`src/rtp_pkg.sv`:
```
// rtp_pkg: shared types and character/radix constants for the radix integer
// text parser. No dependencies; used by every file under src.
package rtp_pkg;

  localparam int CH_W     = 8;
  localparam int RADIX_W  = 6;
  localparam int OFFSET_W = 12;
  localparam int OUT_VAL_W = 64;

  // Input item: one character plus string framing flags
  typedef struct packed {
    logic [CH_W-1:0] ch;
    logic            first;
    logic            last;
  } in_item_t;

  // Result item: one per string
  typedef struct packed {
    logic [OUT_VAL_W-1:0] value;
    logic [OFFSET_W-1:0]  end_offset;
    logic                 no_digits;
  } out_item_t;

  // Character classification handed from the decoder to the parse step
  typedef struct packed {
    logic               is_space;
    logic               is_plus;
    logic               is_minus;
    logic               is_zero;
    logic               is_x;
    logic [RADIX_W-1:0] digit;
  } char_class_t;

  // Parse phase, one-hot
  typedef enum logic [5:0] {
    PH_IDLE   = 6'b000001,
    PH_LEAD   = 6'b000010,
    PH_START  = 6'b000100,
    PH_ZERO   = 6'b001000,
    PH_DIGITS = 6'b010000,
    PH_DONE   = 6'b100000
  } phase_t;

  localparam logic [CH_W-1:0] CH_SPACE = 8'h20;
  localparam logic [CH_W-1:0] CH_TAB   = 8'h09;
  localparam logic [CH_W-1:0] CH_LF    = 8'h0A;
  localparam logic [CH_W-1:0] CH_CR    = 8'h0D;
  localparam logic [CH_W-1:0] CH_PLUS  = 8'h2B;
  localparam logic [CH_W-1:0] CH_MINUS = 8'h2D;
  localparam logic [CH_W-1:0] CH_0     = 8'h30;
  localparam logic [CH_W-1:0] CH_9     = 8'h39;
  localparam logic [CH_W-1:0] CH_LA    = 8'h61;
  localparam logic [CH_W-1:0] CH_LZ    = 8'h7A;
  localparam logic [CH_W-1:0] CH_UA    = 8'h41;
  localparam logic [CH_W-1:0] CH_UZ    = 8'h5A;
  localparam logic [CH_W-1:0] CH_LX    = 8'h78;
  localparam logic [CH_W-1:0] CH_UX    = 8'h58;

  localparam logic [RADIX_W-1:0] RADIX_AUTO  = 6'd0;
  localparam logic [RADIX_W-1:0] RADIX_MIN   = 6'd2;
  localparam logic [RADIX_W-1:0] RADIX_OCT   = 6'd8;
  localparam logic [RADIX_W-1:0] RADIX_DEC   = 6'd10;
  localparam logic [RADIX_W-1:0] RADIX_HEX   = 6'd16;
  localparam logic [RADIX_W-1:0] RADIX_MAX   = 6'd36;
  localparam logic [RADIX_W-1:0] RADIX_RESET = 6'd10;
  localparam logic [RADIX_W-1:0] DIGIT_NONE  = 6'h3F;
  localparam logic [RADIX_W-1:0] DIGIT_ALPHA = 6'd10;

  localparam logic [OFFSET_W-1:0] OFFSET_CAP = 12'hFFF;

endpackage

```
`src/radix_integer_text_parser.sv`:
```
// radix_integer_text_parser: streaming strtoul-style integer parser, top level.
// Depends on rtp_pkg and rtp_char_class.
//
// Usage:
//   Input channel (in_valid / in_stall / in_item): one character per transfer,
//   with first marking the opening character of a string and last the final
//   one. Characters outside a string (no first seen, or result already given)
//   are dropped. A first flag mid-string drops the string in progress.
//   Result channel (out_valid / out_stall / out_item): one result per string,
//   produced at the first rejected character or at the last character.
//   Config channel (cfg_valid / cfg_ready / cfg_data): writes radix_select
//   (0 = auto-detect, 2..36). Always ready; write only while the block is idle.
// Timing:
//   An input transfer lands in the input register; the parse step then updates the
//   string state and loads the output register when a result is due, unless a stalled
//   result still waits there. One character is taken every cycle while no result waits
//   under out_stall; the step is one accumulator multiply-add by the radix.
// Reset: synchronous, active low; radix returns to 10, parser idle, registers empty.
// Stall: while a result waits under out_stall, one more character is taken
//   into the input register, then in_stall rises until the result transfers.
module radix_integer_text_parser #(
  parameter int MAX_LEN     = 4095,
  parameter int VALUE_WIDTH = 64
) (
  input  logic                         clk,
  input  logic                         rst_n,
  input  logic                         in_valid,
  output logic                         in_stall,
  input  rtp_pkg::in_item_t            in_item,
  output logic                         out_valid,
  input  logic                         out_stall,
  output rtp_pkg::out_item_t           out_item,
  input  logic                         cfg_valid,
  output logic                         cfg_ready,
  input  logic [rtp_pkg::RADIX_W-1:0]  cfg_data
);

  localparam int CW = $clog2(MAX_LEN + 1);
  localparam int EW = (CW > rtp_pkg::OFFSET_W) ? CW : rtp_pkg::OFFSET_W;

  // Configuration
  logic [rtp_pkg::RADIX_W-1:0] radix_select_r;

  // Input register
  logic               s1_valid_r;
  rtp_pkg::in_item_t  s1_item_r;

  // String state
  rtp_pkg::phase_t             phase_r, phase_nxt;
  logic [VALUE_WIDTH-1:0]      acc_r, acc_nxt;
  logic                        minus_r, minus_nxt;
  logic [rtp_pkg::RADIX_W-1:0] radix_r, radix_nxt;
  logic [CW-1:0]               cnt_r, cnt_nxt;
  logic [CW-1:0]               dend_r, dend_nxt;

  // Output register
  logic               out_valid_r;
  rtp_pkg::out_item_t out_item_r, out_item_nxt;

  logic advance, fire, emit;
  rtp_pkg::char_class_t cls;

  // Effective state after the first flag is applied
  rtp_pkg::phase_t             ph_e;
  logic [VALUE_WIDTH-1:0]      acc_e;
  logic                        minus_e;
  logic [rtp_pkg::RADIX_W-1:0] rad_e;
  logic [CW-1:0]               cnt_e, dend_e, cnt_sat;
  logic                        start_path, try_digit, reject, radix_ok;
  logic [VALUE_WIDTH-1:0]      signed_val;
  logic [EW-1:0]               dend_ext;

  assign cfg_ready = 1'b1;

  // Step the string state only when a result could be placed
  assign advance  = !out_valid_r || !out_stall;
  assign fire     = s1_valid_r && advance;
  assign in_stall = s1_valid_r && !advance;

  assign out_valid = out_valid_r;
  assign out_item  = out_item_r;

  rtp_char_class u_cls (
    .ch  (s1_item_r.ch),
    .cls (cls)
  );

  always_comb begin
    // Apply the first flag: open a fresh string
    if (s1_item_r.first) begin
      ph_e    = rtp_pkg::PH_LEAD;
      acc_e   = '0;
      minus_e = 1'b0;
      rad_e   = radix_select_r;
      cnt_e   = '0;
      dend_e  = '0;
    end else begin
      ph_e    = phase_r;
      acc_e   = acc_r;
      minus_e = minus_r;
      rad_e   = radix_r;
      cnt_e   = cnt_r;
      dend_e  = dend_r;
    end

    cnt_sat    = (cnt_e == CW'(MAX_LEN)) ? cnt_e : cnt_e + CW'(1);
    phase_nxt  = ph_e;
    acc_nxt    = acc_e;
    minus_nxt  = minus_e;
    radix_nxt  = rad_e;
    cnt_nxt    = cnt_e;
    dend_nxt   = dend_e;
    start_path = 1'b0;
    try_digit  = 1'b0;
    reject     = 1'b0;
    emit       = 1'b0;

    unique case (ph_e)
      rtp_pkg::PH_LEAD: begin
        if (cls.is_space) begin
          // skip leading whitespace
        end else if (cls.is_plus || cls.is_minus) begin
          minus_nxt = cls.is_minus;
          phase_nxt = rtp_pkg::PH_START;
        end else begin
          start_path = 1'b1;
        end
      end
      rtp_pkg::PH_START:  start_path = 1'b1;
      rtp_pkg::PH_ZERO: begin
        if (cls.is_x) begin
          radix_nxt = rtp_pkg::RADIX_HEX;
          phase_nxt = rtp_pkg::PH_DIGITS;
        end else begin
          if (rad_e == rtp_pkg::RADIX_AUTO) radix_nxt = rtp_pkg::RADIX_OCT;
          try_digit = 1'b1;
        end
      end
      rtp_pkg::PH_DIGITS: try_digit = 1'b1;
      default: ;
    endcase

    // Leading zero in auto or hex mode counts as a digit and may open a prefix
    if (start_path) begin
      if (cls.is_zero &&
          (rad_e == rtp_pkg::RADIX_AUTO || rad_e == rtp_pkg::RADIX_HEX)) begin
        acc_nxt   = '0;
        dend_nxt  = cnt_sat;
        phase_nxt = rtp_pkg::PH_ZERO;
      end else begin
        if (rad_e == rtp_pkg::RADIX_AUTO) radix_nxt = rtp_pkg::RADIX_DEC;
        try_digit = 1'b1;
      end
    end

    radix_ok = (radix_nxt >= rtp_pkg::RADIX_MIN) && (radix_nxt <= rtp_pkg::RADIX_MAX);
    if (try_digit) begin
      if (radix_ok && (cls.digit < radix_nxt)) begin
        acc_nxt   = acc_e * VALUE_WIDTH'(radix_nxt) + VALUE_WIDTH'(cls.digit);
        dend_nxt  = cnt_sat;
        phase_nxt = rtp_pkg::PH_DIGITS;
      end else begin
        reject = 1'b1;
      end
    end

    if (reject) begin
      emit      = 1'b1;
      phase_nxt = rtp_pkg::PH_DONE;
    end else begin
      cnt_nxt = cnt_sat;
      if (s1_item_r.last) begin
        emit      = 1'b1;
        phase_nxt = rtp_pkg::PH_DONE;
      end
    end

    // Characters outside a string produce no result
    if (ph_e == rtp_pkg::PH_IDLE || ph_e == rtp_pkg::PH_DONE) begin
      emit = 1'b0;
    end

    // Result formatting
    signed_val = minus_nxt ? (VALUE_WIDTH'(0) - acc_nxt) : acc_nxt;
    dend_ext   = EW'(dend_nxt);
    if (dend_nxt != '0) begin
      out_item_nxt.value      = rtp_pkg::OUT_VAL_W'(signed_val);
      out_item_nxt.end_offset = (dend_ext > EW'(rtp_pkg::OFFSET_CAP)) ?
                                rtp_pkg::OFFSET_CAP : dend_ext[rtp_pkg::OFFSET_W-1:0];
      out_item_nxt.no_digits  = 1'b0;
    end else begin
      out_item_nxt.value      = '0;
      out_item_nxt.end_offset = '0;
      out_item_nxt.no_digits  = 1'b1;
    end
  end

  // Control state
  always_ff @(posedge clk) begin
    if (!rst_n) begin
      radix_select_r <= rtp_pkg::RADIX_RESET;
      s1_valid_r     <= 1'b0;
      phase_r        <= rtp_pkg::PH_IDLE;
      out_valid_r    <= 1'b0;
    end else begin
      if (cfg_valid && cfg_ready) begin
        radix_select_r <= cfg_data;
      end
      // Input register: take a transfer, or drain when the step advances
      if (in_valid && !in_stall) begin
        s1_valid_r <= 1'b1;
      end else if (advance) begin
        s1_valid_r <= 1'b0;
      end
      if (fire) begin
        phase_r <= phase_nxt;
      end
      // Output register: load a result, drop once transferred
      if (fire && emit) begin
        out_valid_r <= 1'b1;
      end else if (!out_stall) begin
        out_valid_r <= 1'b0;
      end
    end
  end

  // Payload and string data
  always_ff @(posedge clk) begin
    if (in_valid && !in_stall) begin
      s1_item_r <= in_item;
    end
    if (fire) begin
      acc_r   <= acc_nxt;
      minus_r <= minus_nxt;
      radix_r <= radix_nxt;
      cnt_r   <= cnt_nxt;
      dend_r  <= dend_nxt;
    end
    if (fire && emit) begin
      out_item_r <= out_item_nxt;
    end
  end

endmodule

```
`src/rtp_char_class.sv`:
```
// rtp_char_class: decodes one character into whitespace/sign/prefix flags
// and its digit value (0..35, or none). Depends on rtp_pkg.
module rtp_char_class (
  input  logic [rtp_pkg::CH_W-1:0] ch,
  output rtp_pkg::char_class_t     cls
);

  always_comb begin
    cls.is_space = (ch == rtp_pkg::CH_SPACE) || (ch == rtp_pkg::CH_TAB) ||
                   (ch == rtp_pkg::CH_LF)    || (ch == rtp_pkg::CH_CR);
    cls.is_plus  = (ch == rtp_pkg::CH_PLUS);
    cls.is_minus = (ch == rtp_pkg::CH_MINUS);
    cls.is_zero  = (ch == rtp_pkg::CH_0);
    cls.is_x     = (ch == rtp_pkg::CH_LX) || (ch == rtp_pkg::CH_UX);
    if (ch >= rtp_pkg::CH_0 && ch <= rtp_pkg::CH_9) begin
      cls.digit = rtp_pkg::RADIX_W'(ch - rtp_pkg::CH_0);
    end else if (ch >= rtp_pkg::CH_LA && ch <= rtp_pkg::CH_LZ) begin
      cls.digit = rtp_pkg::RADIX_W'(ch - rtp_pkg::CH_LA) + rtp_pkg::DIGIT_ALPHA;
    end else if (ch >= rtp_pkg::CH_UA && ch <= rtp_pkg::CH_UZ) begin
      cls.digit = rtp_pkg::RADIX_W'(ch - rtp_pkg::CH_UA) + rtp_pkg::DIGIT_ALPHA;
    end else begin
      cls.digit = rtp_pkg::DIGIT_NONE;
    end
  end

endmodule

```
`config.mk`:
```
export PLATFORM = sky130hd
export DESIGN_NAME = radix_integer_text_parser
export DESIGN_NICKNAME = d
export VERILOG_FILES = /design/src/rtp_pkg.sv /design/src/radix_integer_text_parser.sv /design/src/rtp_char_class.sv
export SDC_FILE = /design/constraint.sdc
export NUM_CORES = 1
export LEC_CHECK = 0
export ABC_AREA = 0
export BUFFER_PORTS_ARGS = -buffer_cell sky130_fd_sc_hd__buf_2
export CORE_AREA = 10 10 214 216
export CTS_CLUSTER_SIZE = 8
export DETAILED_ROUTE_END_ITERATION = 8
export DIE_AREA = 0 0 224 226
export PLACE_DENSITY = 0.74
export SETUP_SLACK_MARGIN = 0.2
export SYNTH_ARGS = -nofsm -noshare
export SYNTH_HDL_FRONTEND = slang
export SYNTH_SLANG_ARGS = --single-unit
```
`constraint.sdc`:
```
create_clock -name clk -period 10.9 [get_ports clk]
set_input_delay 2.18 -clock clk [delete_from_list [all_inputs] [get_ports clk]]
set_output_delay 2.18 -clock clk [all_outputs]
set_load 0.05 [all_outputs]
```
==> run metrics <==
pin slew with the least headroom to its limit=1210 ps; max-slew violation count=0; Inserted Clock Buffers=17; power per unit of standard cell area=138 nW/um2; final std cells w/o fill=3186; Worst path slowest cell=nor4_1; Setup CP Type=reg -> reg; peak supply drop=0.112 mV; maxcap violations=0; clock insertion delay at the later pin of the skew report=500 ps; hold buffer count at CTS=0; crit-path max cell delay=850 ps; arrival time at the worst endpoint=10430 ps; height of the die=226 um; all-layer global routing usage=0.291; vias in the first global route=20.8k; Core Footprint=41600 um2; CP max FO=30; part of the Yosys area used for sequential elements=0.245; num rows=75; gate count of the mapped netlist=2625; io pins=101; worst path required time=11120 ps; Async S/R FF share, synth=0; setup repair after global routing missed its margin=no; Cell Count Post-Placement=3153; Post-DP HPWL=55.5 mm; number of input and output port buffers inserted=99; Final ANT Viol Nets=0; number of buffers inserted to repair setup after CTS=0; Seq cells post-synth=196; cell area after synthesis=23500 um2; leakage power=10.7 nW; floorplan die area=50600 um2; status=completed; Syn Area/Cell=8.94 um2; Total Power=0.00342 W; CTS tree=yes; Initial Utilization=0.564; type of the worst min-delay path=reg -> reg; Max Clock Freq=98.0 MHz; synthesis-to-finish area growth=5.91%; net count of the mapped netlist=3030; clk sink count=196; antenna violations before repair=1; number of warning messages in the yosys log=0; hold violation count in the final report=0; first-pass GRT wire length=116 mm; H-tree lvl count=4; part of the cycle the worst path needs=0.936; most common cell after layout, fill and taps aside=nor2_1; final standard cell utilization of the core=0.598; fraction of final layout cells sized beyond drive strength 1=0.0884; number of enable-type register cells in the synthesized netlist=182; clock-pin transition on the worst setup and hold timing paths=80 ps; Resized cells post-CTS=0; Worst slew margin=0.169; net total in the final layout=3038; gpl congestion=0.999; iteration-0 DRC count of the detailed router=2250; Routed WL=73.1 mm; largest net degree at the start of global routing=75; die extent in x=224 um; CTS Root Cell=clkbuf_16; remaining global-route overflow=0; distinct cell type count of the synthesized netlist=110; main flop type after synthesis=edfxtp_1; startpoint types=flip-flop; number of buffers on the longest clock path=2; post-layout minimum cycle time=10210 ps; via count=20.8k; drt pass-1 iters=6; Crit. End Element=flip-flop; leading cell types in the layout, fill and taps excluded=nor2_1, nand2_1, fa_1, edfxtp_1, a21oi_1; DR vias/cell=6.54; worst clock skew on the final layout=18.0 ps; final routed DRC violation total=0; number of endpoints failing setup at the final stage=0; setup tns final=0 ps; Wirelength per Cell=23.0 um
-- worst max-delay path: cells and delay by family, from the launching register on --
family / cells / cell delay (ps)
DFF: 1 / 500
AOI/OAI and AO/OA: 6 / 1620
buffers and inverters: 4 / 670
and+or+nand+nor: 11 / 4380
xor gates and xnor gates: 2 / 380
adders and majority gates: 6 / 2360
-- cells by family after synthesis --
| group | count (synthesis) | synth area share |
|---|---|---|
| AND/OR/NAND/NOR | 1114 | 0.221 |
| AO/OA/AOI/OAI | 553 | 0.155 |
| adder cells (fa/ha/maj) | 384 | 0.282 |
| buffers and inverters | 240 | 0.0445 |
| flip-flops | 196 | 0.245 |
| XOR/XNOR | 107 | 0.0399 |
| multiplexers | 30 | 0.0139 |
| other | 1 | 0.000160 |
-- stage by stage --
step                      worst slack, ps  instance area (um2)  hold WS, ps
after floorplan                      1630                23500          464
after global placement               1170                24300          481
after detailed placement             1000                24300          479
after CTS                            1010                24800          495
after global routing                  318                24800          555
final                                 693                24900          499
-- per-layer routing --
metal,vias to the layer above,part of all wire,global-route usage
li1,9237,-,-
met1,10200,0.40,0.376
met2,1203,0.46,0.466
met3,156,0.10,0.0694
met4,0,0.030,0.110
met5,-,0,0
-- synthesized netlist by cell type, types with 10 or more instances --
cell type | count | area, um2
o31ai_1 | 27 | 203
a21o_1 | 38 | 285
buf_1 | 15 | 56.3
edfxtp_1 | 182 | 5470
or3_1 | 34 | 213
mux2_2 | 10 | 113
nor3_1 | 67 | 335
inv_1 | 95 | 357
a31oi_1 | 33 | 206
buf_2 | 18 | 90.1
a211oi_1 | 22 | 165
o21ai_1 | 11 | 55.1
nor4_1 | 15 | 93.8
xor2_1 | 25 | 219
nand2b_1 | 10 | 62.6
nor2_1 | 507 | 1900
a21oi_1 | 162 | 811
fa_1 | 240 | 4800
nand2_1 | 250 | 938
and3_1 | 27 | 169
nor2b_1 | 35 | 219
xnor2_1 | 82 | 718
ha_1 | 144 | 1800
o21a_1 | 13 | 97.6
dfxtp_1 | 14 | 280
o21ai_0 | 110 | 551
nand4_1 | 33 | 206
and2_1 | 29 | 181
o211ai_1 | 18 | 135
mux2i_1 | 19 | 190
nand3_1 | 45 | 225
clkbuf_1 | 85 | 319
buf_6 | 12 | 135
-- final cells by class --
type / count / area [um2]
Inverter: 102 / 385
Fill cell: 3662 / 16700
Clock buffer: 18 / 429
Sequential cell: 196 / 5750
Timing Repair Buffer: 127 / 706
Multi-Input combinational cell: 2189 / 16800
Tap cell: 539 / 674
Antenna cell: 1 / 2.50
Clock inverter: 14 / 151
-- path summary, 6_finish.rpt --
path	startpoint	to	cells after the start	slack [ps]
worst max-delay path	s1_item_r[6]$_DFFE_PP_	out_item[74]$_SDFFCE_PP0P_	29	690
worst min register to register	phase_r[0]$_SDFFE_PN1P_	phase_r[0]$_SDFFE_PN1P_	2	500
worst min-delay path	phase_r[0]$_SDFFE_PN1P_	phase_r[0]$_SDFFE_PN1P_	2	500
worst max register to register	s1_item_r[6]$_DFFE_PP_	out_item[74]$_SDFFCE_PP0P_	29	690
-- where the power goes --
group          internal, W  leakage (nW)  switching (W)  total [W]
sequential        0.000897          1.84      0.0000233   0.000920
clock             0.000309         0.283       0.000350   0.000660
combinational     0.000623          8.62        0.00121    0.00184
-- registers in the layout, indices dropped and copies added (netlist names) --
name	cells
dend_r	12
phase_r	6
cnt_r	12
radix_r	6
radix_select_r	6
s1_item_r	10
acc_r	64
out_valid	1
s1_valid_r	1
minus_r	1
out_item	77
No activity file was read; power rests on OpenSTA's default activity.
